### config.mk
export PLATFORM = sky130hd
export DESIGN_NAME = energy_vad_with_hangover_core
export DESIGN_NICKNAME = d
export VERILOG_FILES = /design/src/hw/rtl/evh_pkg.sv /design/src/hw/rtl/evh_regs.sv /design/src/hw/rtl/evh_ctrl.sv /design/src/hw/rtl/evh_dp.sv /design/src/hw/rtl/energy_vad_with_hangover_core.sv
export VERILOG_INCLUDE_DIRS = /design/src /design/src/hw/rtl
export SDC_FILE = /design/constraint.sdc
export NUM_CORES = 2
export LEC_CHECK = 0
export BUFFER_PORTS_ARGS = -buffer_cell sky130_fd_sc_hd__buf_4
export CAP_MARGIN = 40
export CORE_MARGIN = 2
export CORE_UTILIZATION = 45
export CTS_BUF_LIST = sky130_fd_sc_hd__clkbuf_8
export DETAILED_ROUTE_END_ITERATION = 10
export PLACE_DENSITY_LB_ADDON = 0.08
export SLEW_MARGIN = 30
export SYNTH_ARGS = -nofsm -noshare
export SYNTH_HDL_FRONTEND = slang
export SYNTH_SLANG_ARGS = --single-unit
export TNS_END_PERCENT = 100
### constraint.sdc
create_clock -name clk -period 13.8 [get_ports clk]
set_input_delay 1.38 -clock clk [delete_from_list [all_inputs] [get_ports clk]]
set_output_delay 1.38 -clock clk [all_outputs]
set_load 0.01 [all_outputs]
### src/hw/rtl/energy_vad_with_hangover_core_defines.svh
// ----------------------------------------------------------------------------
// Energy VAD assertion macros
// Shared property macros for the VAD core checks.
// ----------------------------------------------------------------------------
`ifndef ENERGY_VAD_WITH_HANGOVER_CORE_DEFINES_SVH
`define ENERGY_VAD_WITH_HANGOVER_CORE_DEFINES_SVH

// same-cycle implication
`define EVH_ASSERT_NOW(label, clk, rst_n, ante, cons, msg) \
  label: assert property (@(posedge clk) disable iff (!rst_n) (ante) |-> (cons)) \
    else $error(msg);

// next-cycle implication
`define EVH_ASSERT_NEXT(label, clk, rst_n, ante, cons, msg) \
  label: assert property (@(posedge clk) disable iff (!rst_n) (ante) |=> (cons)) \
    else $error(msg);

`endif

### src/hw/rtl/evh_pkg.sv
// ----------------------------------------------------------------------------
// evh_pkg
// Types and register indexes for the energy VAD core.
// ----------------------------------------------------------------------------
package evh_pkg;

  localparam logic [2:0] REG_MIN_FLOOR     = 3'd0;
  localparam logic [2:0] REG_ON_FACTOR     = 3'd1;
  localparam logic [2:0] REG_OFF_FACTOR    = 3'd2;
  localparam logic [2:0] REG_ONSET_FRAMES  = 3'd3;
  localparam logic [2:0] REG_HANGOVER_TIME = 3'd4;
  localparam logic [2:0] REG_FALL_RATE     = 3'd5;
  localparam logic [2:0] REG_RISE_RATE     = 3'd6;

  typedef struct packed {
    logic [15:0] level_in;
    logic [7:0]  frame_time;
  } in_item_t;

  typedef struct packed {
    logic [15:0] level_out;
    logic [15:0] floor_out;
    logic [15:0] snr_ratio;
    logic        speech_active;
    logic        speech_onset;
  } out_item_t;

  typedef struct packed {
    logic [15:0] min_floor;
    logic [11:0] on_factor;
    logic [11:0] off_factor;
    logic [7:0]  onset_frames;
    logic [15:0] hangover_time;
    logic [15:0] fall_rate;
    logic [15:0] rise_rate;
  } cfg_t;

  typedef struct packed {
    logic load;
    logic mul_on;
    logic mul_off;
    logic mul_step;
    logic cmp_on;
    logic cmp_off;
    logic div_init;
    logic div_step;
    logic decide;
    logic floor_upd;
    logic out_load;
  } dp_cmd_t;

  typedef struct packed {
    logic div_last;
  } dp_sts_t;

endpackage

### src/hw/rtl/evh_regs.sv
// ----------------------------------------------------------------------------
// evh_regs
// Configuration register file, written through the cfg channel.
// ----------------------------------------------------------------------------
module evh_regs (
  input  logic          clk,
  input  logic          rst_n,
  input  logic          cfg_valid,
  input  logic [2:0]    cfg_index,
  input  logic [15:0]   cfg_wdata,
  output evh_pkg::cfg_t cfg
);
  import evh_pkg::*;

  cfg_t cfg_r;

  always_ff @(posedge clk) begin
    if (!rst_n) begin
      cfg_r.min_floor     <= 16'd0;
      cfg_r.on_factor     <= 12'd768;
      cfg_r.off_factor    <= 12'd512;
      cfg_r.onset_frames  <= 8'd2;
      cfg_r.hangover_time <= 16'd300;
      cfg_r.fall_rate     <= 16'd6554;
      cfg_r.rise_rate     <= 16'd655;
    end else if (cfg_valid) begin
      unique case (cfg_index)
        REG_MIN_FLOOR:     cfg_r.min_floor     <= cfg_wdata;
        REG_ON_FACTOR:     cfg_r.on_factor     <= cfg_wdata[11:0];
        REG_OFF_FACTOR:    cfg_r.off_factor    <= cfg_wdata[11:0];
        REG_ONSET_FRAMES:  cfg_r.onset_frames  <= cfg_wdata[7:0];
        REG_HANGOVER_TIME: cfg_r.hangover_time <= cfg_wdata;
        REG_FALL_RATE:     cfg_r.fall_rate     <= cfg_wdata;
        REG_RISE_RATE:     cfg_r.rise_rate     <= cfg_wdata;
        default: ;
      endcase
    end
  end

  assign cfg = cfg_r;

endmodule

### src/hw/rtl/evh_ctrl.sv
// ----------------------------------------------------------------------------
// evh_ctrl
// Sequencer: issues datapath commands per frame and owns the in and out handshakes.
// ----------------------------------------------------------------------------
module evh_ctrl (
  input  logic             clk,
  input  logic             rst_n,
  input  logic             in_valid,
  output logic             in_stall,
  output logic             out_valid,
  input  logic             out_stall,
  output evh_pkg::dp_cmd_t cmd,
  input  evh_pkg::dp_sts_t sts
);
  import evh_pkg::*;

  localparam logic [2:0] S_IDLE = 3'd0;
  localparam logic [2:0] S_MON  = 3'd1;
  localparam logic [2:0] S_MOFF = 3'd2;
  localparam logic [2:0] S_COFF = 3'd3;
  localparam logic [2:0] S_DIV  = 3'd4;
  localparam logic [2:0] S_DEC  = 3'd5;
  localparam logic [2:0] S_UPD  = 3'd6;
  localparam logic [2:0] S_OUT  = 3'd7;

  logic [2:0] state_r, state_nxt;
  logic       out_valid_r, out_valid_nxt;
  logic       slot_free;

  assign in_stall  = (state_r != S_IDLE);
  assign out_valid = out_valid_r;
  assign slot_free = !out_valid_r || !out_stall;

  always_comb begin
    cmd       = '0;
    state_nxt = state_r;
    unique case (state_r)
      S_IDLE: begin
        if (in_valid) begin
          cmd.load  = 1'b1;
          state_nxt = S_MON;
        end
      end
      S_MON: begin
        cmd.mul_on   = 1'b1;
        cmd.div_init = 1'b1;
        state_nxt    = S_MOFF;
      end
      S_MOFF: begin
        cmd.cmp_on   = 1'b1;
        cmd.mul_off  = 1'b1;
        cmd.div_step = 1'b1;
        state_nxt    = S_COFF;
      end
      S_COFF: begin
        cmd.cmp_off  = 1'b1;
        cmd.div_step = 1'b1;
        state_nxt    = S_DIV;
      end
      S_DIV: begin
        cmd.div_step = 1'b1;
        if (sts.div_last) state_nxt = S_DEC;
      end
      S_DEC: begin
        cmd.decide   = 1'b1;
        cmd.mul_step = 1'b1;
        state_nxt    = S_UPD;
      end
      S_UPD: begin
        cmd.floor_upd = 1'b1;
        state_nxt     = S_OUT;
      end
      S_OUT: begin
        if (slot_free) begin
          cmd.out_load = 1'b1;
          state_nxt    = S_IDLE;
        end
      end
      default: state_nxt = S_IDLE;
    endcase
  end

  always_comb begin
    out_valid_nxt = out_valid_r;
    if (cmd.out_load) out_valid_nxt = 1'b1;
    else if (!out_stall) out_valid_nxt = 1'b0;
  end

  always_ff @(posedge clk) begin
    if (!rst_n) begin
      state_r     <= S_IDLE;
      out_valid_r <= 1'b0;
    end else begin
      state_r     <= state_nxt;
      out_valid_r <= out_valid_nxt;
    end
  end

endmodule

### src/hw/rtl/evh_dp.sv
// ----------------------------------------------------------------------------
// evh_dp
// Datapath: floor state, shared multiplier, serial divider, speech logic.
// ----------------------------------------------------------------------------
module evh_dp (
  input  logic                clk,
  input  logic                rst_n,
  input  evh_pkg::in_item_t   in_data,
  input  evh_pkg::cfg_t       cfg,
  input  evh_pkg::dp_cmd_t    cmd,
  output evh_pkg::dp_sts_t    sts,
  output evh_pkg::out_item_t  out_data
);
  import evh_pkg::*;

  // model state
  logic [23:0] floor_r;
  logic        seeded_r;
  logic        speech_r;
  logic [15:0] hang_r;
  logic [7:0]  run_r;

  // per-frame working registers
  logic [15:0] level_r;
  logic [7:0]  ftime_r;
  logic [23:0] eff_r;
  logic [39:0] prod_r;
  logic        on_ge_r, off_ge_r;
  logic        below_r, upd_r, onset_r;
  logic [23:0] rem_r;
  logic [31:0] dvd_r;
  logic [4:0]  cnt_r;
  out_item_t   out_r;

  logic [23:0] floor_seed, min_q8, level_q8, diff_w;
  logic [31:0] level_q16;
  logic [15:0] rate_w;
  logic        below_w;
  logic [23:0] mul_a;
  logic [15:0] mul_b;
  logic [39:0] mul_p;
  logic [24:0] rem_sh, rem_sub;
  logic        q_bit;
  logic [7:0]  run_inc, need;
  logic        speech_nxt;
  logic [15:0] hang_nxt;
  logic [7:0]  run_nxt;
  logic [15:0] snr_w;

  assign floor_seed = seeded_r ? floor_r : {in_data.level_in, 8'd0};
  assign min_q8     = {cfg.min_floor, 8'd0};
  assign level_q8   = {level_r, 8'd0};
  assign level_q16  = {level_r, 16'd0};
  assign below_w    = level_q8 < floor_r;
  assign diff_w     = below_w ? (floor_r - level_q8) : (level_q8 - floor_r);
  assign rate_w     = below_w ? cfg.fall_rate : cfg.rise_rate;

  assign mul_a = cmd.mul_step ? diff_w : eff_r;
  assign mul_b = cmd.mul_on  ? {4'd0, cfg.on_factor}  :
                 cmd.mul_off ? {4'd0, cfg.off_factor} : rate_w;
  assign mul_p = {16'd0, mul_a} * {24'd0, mul_b};

  assign rem_sh  = {rem_r, dvd_r[31]};
  assign q_bit   = rem_sh >= {1'b0, eff_r};
  assign rem_sub = rem_sh - {1'b0, eff_r};
  assign sts.div_last = (cnt_r == 5'd31);

  assign run_inc = (run_r != 8'hFF) ? run_r + 8'd1 : run_r;
  assign need    = (cfg.onset_frames == 8'd0) ? 8'd1 : cfg.onset_frames;

  always_comb begin
    speech_nxt = speech_r;
    hang_nxt   = hang_r;
    run_nxt    = run_r;
    if (!speech_r) begin
      if (on_ge_r) begin
        run_nxt = run_inc;
        if (run_inc >= need) begin
          speech_nxt = 1'b1;
          hang_nxt   = cfg.hangover_time;
        end
      end else begin
        run_nxt = 8'd0;
      end
    end else begin
      if (off_ge_r) begin
        hang_nxt = cfg.hangover_time;
      end else if (hang_r <= {8'd0, ftime_r}) begin
        speech_nxt = 1'b0;
        hang_nxt   = 16'd0;
        run_nxt    = 8'd0;
      end else begin
        hang_nxt = hang_r - {8'd0, ftime_r};
      end
    end
  end

  assign snr_w = (eff_r == 24'd0)        ? 16'd0     :
                 (dvd_r[31:16] != 16'd0) ? 16'hFFFF  : dvd_r[15:0];

  always_ff @(posedge clk) begin
    if (!rst_n) begin
      floor_r  <= 24'd0;
      seeded_r <= 1'b0;
      speech_r <= 1'b0;
      hang_r   <= 16'd0;
      run_r    <= 8'd0;
    end else begin
      if (cmd.load) begin
        floor_r  <= floor_seed;
        seeded_r <= 1'b1;
      end
      if (cmd.decide) begin
        speech_r <= speech_nxt;
        hang_r   <= hang_nxt;
        run_r    <= run_nxt;
      end
      if (cmd.floor_upd && upd_r) begin
        floor_r <= below_r ? (floor_r - prod_r[39:16]) : (floor_r + prod_r[39:16]);
      end
    end
  end

  always_ff @(posedge clk) begin
    if (cmd.load) begin
      level_r <= in_data.level_in;
      ftime_r <= in_data.frame_time;
      eff_r   <= (floor_seed < min_q8) ? min_q8 : floor_seed;
    end
    if (cmd.mul_on || cmd.mul_off || cmd.mul_step) prod_r <= mul_p;
    if (cmd.cmp_on)  on_ge_r  <= {8'd0, level_q16} >= prod_r;
    if (cmd.cmp_off) off_ge_r <= {8'd0, level_q16} >= prod_r;
    if (cmd.div_init) begin
      rem_r <= 24'd0;
      dvd_r <= level_q16;
      cnt_r <= 5'd0;
    end else if (cmd.div_step) begin
      rem_r <= q_bit ? rem_sub[23:0] : rem_sh[23:0];
      dvd_r <= {dvd_r[30:0], q_bit};
      cnt_r <= cnt_r + 5'd1;
    end
    if (cmd.decide) begin
      below_r <= below_w;
      upd_r   <= !speech_nxt && !on_ge_r;
      onset_r <= speech_nxt && !speech_r;
    end
    if (cmd.out_load) begin
      out_r.level_out     <= level_r;
      out_r.floor_out     <= eff_r[23:8];
      out_r.snr_ratio     <= snr_w;
      out_r.speech_active <= speech_r;
      out_r.speech_onset  <= onset_r;
    end
  end

  assign out_data = out_r;

endmodule

### src/hw/rtl/energy_vad_with_hangover_core.sv
// ----------------------------------------------------------------------------
// energy_vad_with_hangover_core
// Energy-threshold voice activity detector with onset run and hangover.
//
//   channel | ports                          | request
//   --------+--------------------------------+---------------------------
//   in      | in_valid, in_stall, in_data    | one frame: level, time
//   out     | out_valid, out_stall, out_data | one result per frame
//   cfg     | cfg_valid, cfg_ready, cfg_*    | register index + data
//
// A request is taken only in idle; its result is then produced in order by a
// setup state with the onset multiply, 32 restoring divider steps for the SNR
// (the sustain multiply and both compares share the first two), a decision
// state with the floor step multiply, a floor update and the output load.
// The next request is taken only once the output load has returned to idle.
// A stalled result holds the sequencer in its last state.
// Synchronous reset restores register defaults and clears the model state,
// the sequencer state and the output valid.
module energy_vad_with_hangover_core (
  input  logic               clk,
  input  logic               rst_n,
  input  logic               in_valid,
  output logic               in_stall,
  input  evh_pkg::in_item_t  in_data,
  output logic               out_valid,
  input  logic               out_stall,
  output evh_pkg::out_item_t out_data,
  input  logic               cfg_valid,
  output logic               cfg_ready,
  input  logic [2:0]         cfg_index,
  input  logic [15:0]        cfg_wdata
);
  import evh_pkg::*;
  `include "energy_vad_with_hangover_core_defines.svh"

  cfg_t    cfg;
  dp_cmd_t cmd;
  dp_sts_t sts;

  assign cfg_ready = 1'b1;

  evh_regs u_regs (
    .clk       (clk),
    .rst_n     (rst_n),
    .cfg_valid (cfg_valid),
    .cfg_index (cfg_index),
    .cfg_wdata (cfg_wdata),
    .cfg       (cfg)
  );

  evh_ctrl u_ctrl (
    .clk       (clk),
    .rst_n     (rst_n),
    .in_valid  (in_valid),
    .in_stall  (in_stall),
    .out_valid (out_valid),
    .out_stall (out_stall),
    .cmd       (cmd),
    .sts       (sts)
  );

  evh_dp u_dp (
    .clk      (clk),
    .rst_n    (rst_n),
    .in_data  (in_data),
    .cfg      (cfg),
    .cmd      (cmd),
    .sts      (sts),
    .out_data (out_data)
  );

  `EVH_ASSERT_NEXT(a_busy_after_accept, clk, rst_n, in_valid && !in_stall, in_stall, "not busy after accept")
  `EVH_ASSERT_NOW(a_onset_in_speech, clk, rst_n, out_valid && out_data.speech_onset, out_data.speech_active, "onset without speech")
  `EVH_ASSERT_NOW(a_zero_level_snr, clk, rst_n, out_valid && (out_data.level_out == 16'd0), out_data.snr_ratio == 16'd0, "nonzero snr for zero level")
  `EVH_ASSERT_NEXT(a_load_once, clk, rst_n, cmd.out_load, !cmd.out_load, "double result load")

endmodule
After elaboration in Yosys (flattened, before gate mapping)
Cells that the tools add are included.

Add/sub/neg operators: 8. Reductions and logical operators: 32. Eq/ne operators: 21. Shifts and indexed selects: 0. Bitwise gates (word level): 0. Div/mod/pow operators: 0. Multiply operators: 1. Muxes and demuxes: 46. $lt $le $gt $ge: 6.

Operators by type and width (count): 24-bit two-way mux (8); 16-bit two-way mux (9); 24-bit subtractor (4); 32-bit two-way mux (2); 24-bit less-than comparator (2); 8-bit two-way mux (6); 32-bit by 40-bit >= comparator with 1-bit output (1); 24-bit by 16-bit multiplier with 40-bit output (1); 25-bit by 24-bit >= comparator with 1-bit output (1); 24-bit adder (1); 24-bit zero test (1); 3-bit one-hot mux with 8 select lines (1); 3-bit == test, second input constant (7); 1-bit two-way mux (17); 16-bit by 8-bit less-or-equal comparator with 1-bit output (1); 16-bit nonzero test (1); 16-bit by 8-bit subtractor with 16-bit output (1); 2-bit AND reduction (7); 3-bit by 2-bit == test with 1-bit output, second input constant (4); 3-bit two-way mux (3); 3-bit AND reduction (3); 8-bit by 1-bit adder with 8-bit output, second input constant (1); 8-bit >= comparator (1); 8-bit zero test (1); other kinds (13) (30).

Bits in read-only memories: 0. Bits of input ports: 48. Memories kept: 0. Logic and storage cells: 147. Register bits after elaboration: 354. Memory bits (writable): 0. Output and inout port bits: 53. Latch bits: 0.

Logic depth before layout (Yosys ltp)
Word-level depth: 8. Gate-level depth with buffers: 38. Mapped depth without buffers: 34.

Cells and area by module
Synthesis repeated with hierarchy kept, for this count alone.

Cells, all modules: 3588. Area total of the unflattened synthesis: 32656.3 um^2.

By module, submodules not included: evh_dp (instances 1, cells an instance 3203, seq. area each 6676.4 um^2, area each 28731.3 um^2); evh_regs (instances 1, cells an instance 348, seq. area each 1921.8 um^2, area each 3631.0 um^2); evh_ctrl (instances 1, cells an instance 35, seq. area each 80.1 um^2, area each 282.8 um^2); energy_vad_with_hangover_core (instances 1, cells an instance 2, seq. area each 0.0 um^2, area each 11.3 um^2).

Worst setup path after synthesis
No wires, ideal clock.

Path kind: register to register. Start: register u_dp.level_r[13]. End: register u_dp.prod_r[37], data pin. Arrival time: 8.050 ns. Clock period less this slack: 8.316 ns. Cell stages (with the launch flop): 34. Library setup time: 0.266 ns. Path buffers: 4. Slack: 5.484 ns. Data required time: 13.534 ns. Cell sequence: edfxtp_1 inv_1 ha_1 buf_2 a21o_1 a21o_1 a221oi_4 o211a_4 nor2_4 buf_6 buf_6 mux2i_1 a21oi_2 buf_2 nand2_1 fa_1 fa_1 fa_1 fa_1 inv_1 fa_1 inv_1 fa_1 inv_1 ha_1 o21ai_0 o21bai_1 o211ai_1 a21oi_1 and3_1 nor3_1 o21ai_0 o41ai_1 xnor2_1.

Cells in the longest elaborated chain, start to end: 5. Elaborated cells on any way between the ends: 9. Classes of those cells: 2 x add/sub; 1 x mul; 1 x order compare; 5 x mux.

RTL lines: from (decl) (line evh_dp.sv:24) `logic [15:0] level_r;`; from (signal assigned) (line evh_dp.sv:126) `level_r <= in_data.level_in;`; 24-bit less-than comparator (line evh_dp.sv:54) `assign below_w = level_q8 < floor_r;`; 16-bit two-way mux (line evh_dp.sv:56) `assign rate_w = below_w ? cfg.fall_rate : cfg.rise_rate;`; 16-bit two-way mux (line evh_dp.sv:60) `cmd.mul_off ? {4'd0, cfg.off_factor} : rate_w;`; 16-bit two-way mux (line evh_dp.sv:59) `assign mul_b = cmd.mul_on ? {4'd0, cfg.on_factor} :`; 24-bit by 16-bit multiplier with 40-bit output (*) (line evh_dp.sv:61) `assign mul_p = {16'd0, mul_a} * {24'd0, mul_b};`; net u_dp.mul_p[37] (line evh_dp.sv:41) `logic [39:0] mul_p;`; to (signal assigned) (line evh_dp.sv:130) `if (cmd.mul_on || cmd.mul_off || cmd.mul_step) prod_r <= mul_p;`; to (decl) (line evh_dp.sv:27) `logic [39:0] prod_r;`.

The timed path passes the listed nets; every way through them passes the cells marked *. A chain may end at the register's enable or synchronous reset.

Final worst setup path
Start: register u_dp.level_r[9]. End: register u_dp.prod_r[37], data pin.

Same word-level chain as after synthesis.

==> qor.csv <==
metric,value,unit
Syn Inst Count,3709,
worst slew pin tran,0.862,ns
DP Wirelength,77200,µm
most common cell in the synthesized netlist,nand2_1,
fraction of layout cells with a size suffix above 1,9.30,%
num rows,98,
die area,0.0740,mm²
ys async rst share,0,%
total negative slack,0,ns
CP max stage delay,0.67,ns
Final #Nets,4380,
register area share after synthesis,26.9,%
Synth Flop Type,dfxtp_1,
clk_lat worst skew,0.68,ns
Final period util,70.8,%
CTS H-tree lvls,3,
share of Yosys cell area claimed by the top area cell type,19.2,%
FF/Latch Area,0.00868,mm²
wire per inst,20.9,µm
CP Max Fanout,17,
post-CTS sizing,0,
Post-CTS Repair Setup Buffers,0,
multi-input logic area,0.0212,mm²
gr ovfl total,0,
GPL Wtd Cong,0.937,
length of the first detailed-routing pass in iterations,5,
CTS Buffer Depth,3,
status,"complete, no violations",
final setup fails,0,
post-route setup slack,4.02,ns
CTS tree,done,
Initial Utilization,45.4,%
Worst Path Required,14.18,ns
"Top cell by count, worst path",fa_1,
Mapped Nets,4313,
Slew headroom,42.6,%
CP arrival,10.16,ns
vias,26300,
"Avg Cell Area, Syn",8.71,µm²
CP Capture Type,register,
CP Class,reg -> reg,
IO Pins,101,
synth unique cells,88,
Layout area overhead,9.91,%
biggest area consumer among synthesized cells,fa_1,
Worst path slowest cell,a31oi_4,
"EDFF count, synth",159,
top post-synthesis cells by area,"fa_1 19%, edfxtp_1 15%, dfxtp_1 12%, ha_1 9.5%, nand2_1 6.2%",
Fill cells,6914,
antenna violations before repair,2,
DR iter-0 viols,2193,
placed insts,4655,
maximum clock rate,102,MHz
hold buffers post-CTS,0,
Final Hold Viols,0,
"antenna viol nets, final",0,
RSZ-0062 raised after global routing,false,
pin count of the biggest net entering global routing,68,
#FFs+latches synth,354,
Synth warnings,0,
worst hold path type,reg -> reg,
area of the core,0.0712,mm²
clock sink total,354,
register clock-pin slew on the reported worst setup and hold paths,0.06,ns
vias in the first global route,25700,
post-route insts no fill,4780,
Placement Setup Slack,4.16,ns
number of max-cap violations,0,
first-pass GRT wire length,155000,µm
Final Max Slew Viols,0,
I/O Buffers,99,
GRT Util Overall,27.1,%
Via density,5.49,
startpoint types,register,
Netlist Area Pre-Place,0.0323,mm²
post-layout min period,9.78,ns
top post-synthesis cells by count,"533 x nand2_1, 499 x inv_1, 353 x nor2_1",
Die Width,272,µm
CTS Buf Count,66,
root buffer cell,clkbuf_8,
Residual DRC,0,
die height,272,µm
Layout Skew,0.0657,ns
drt total wl,99800,µm
registers in the layout, indices dropped and copies added (netlist names), 16 cells and up:
name,cells
u_regs.cfg,96
u_dp.out_data,50
u_dp.prod_r,40
u_dp.dvd_r,32
u_dp.eff_r,24
u_dp.floor_r,24
u_dp.rem_r,24
u_dp.hang_r,16
u_dp.level_r,16
logic make-up (layout without fill, tap and decap cells):
| logic type | count (synthesis) | count (layout) | synth area share [%] |
|---|---|---|---|
| flops | 354 | 354 | 26.9 |
| buf+inv | 657 | 777 | 7.92 |
| other cells | 1 | 2 | 0.0116 |
| simple gates | 1242 | 1242 | 16.9 |
| mux | 68 | 68 | 2.26 |
| fa+ha+maj | 556 | 556 | 28.7 |
| compound gates | 710 | 710 | 14.0 |
| xor+xnor | 121 | 121 | 3.28 |
layer usage:
metal | part of all wire (%) | vias to the layer above | global-route usage, %
met1 | 47 | 12900 | 39.6
li1 | - | 12400 | -
met5 | 0 | - | 0
met4 | 2.1 | 0 | 6.62
met3 | 6.1 | 114 | 3.58
met2 | 45 | 777 | 42.6
through the flow:
step | hold slack (ns) | utilization (%) | cell area, µm²
floorplan | 0.400 | - | 32300
global placement | 0.406 | 47.6 | 33900
detailed placement | 0.406 | 47.9 | 34100
CTS | 0.420 | 49.8 | 35500
global route | 0.426 | 49.9 | 35500
finish | 0.420 | 49.9 | 35500
path summary, 6_finish.rpt:
path | from | depth (start not counted) | slack, ns | endpoint
min reg2reg | u_dp.onset_r | 0 | 0.42 | u_dp.out_data[0]
min | u_dp.onset_r | 0 | 0.42 | u_dp.out_data[0]
max | u_dp.level_r[9] | 30 | 4.02 | u_dp.prod_r[37]
max reg2reg | u_dp.level_r[9] | 30 | 4.02 | u_dp.prod_r[37]
layout by cell type (no fill, tap or decap), types with 16 or more instances in the layout:
cell        n
nor4_1     20
a21o_1     62
and2_1     47
nand2_1   533
clkbuf_8   73
a211oi_1   25
nand2b_1   23
nand3_1    95
buf_4     142
o21ai_0   116
xnor2_1    82
a21oi_1   259
o21a_1     29
nor2b_1    23
nand4_1    19
inv_1     514
o211ai_1   19
nor2_1    350
a31oi_1    21
ha_1      246
o21bai_1   20
nor3_1     41
and3_1     31
mux2_2     34
xor2_1     39
edfxtp_1  159
o31ai_1    16
mux2i_1    32
dfxtp_1   195
fa_1      310
layout make-up:
| class | instances | share of cell area (%) |
|---|---|---|
| diodes | 1 | 0.00705 |
| clock buffers | 73 | 2.83 |
| clock inverters | 48 | 1.03 |
| inverters | 502 | 5.31 |
| multi-input cells | 2698 | 59.6 |
| flip-flops and latches | 354 | 24.4 |
| well taps | 950 | 3.35 |
| repair buffers | 154 | 3.46 |
critical path: cells and delay by family, from the launching register on:
family,cells,cell delay [ns]
AOI/OAI and AO/OA,11,3.08
and+or+nand+nor,5,1.45
DFF,1,0.41
xor gates and xnor gates,1,0.12
adders and majority gates,8,3.84
buffers and inverters,5,0.59
Power is left out: the tool's default activity adds up to more than one toggle a clock period on the data nets, which glitch-free logic cannot reach.
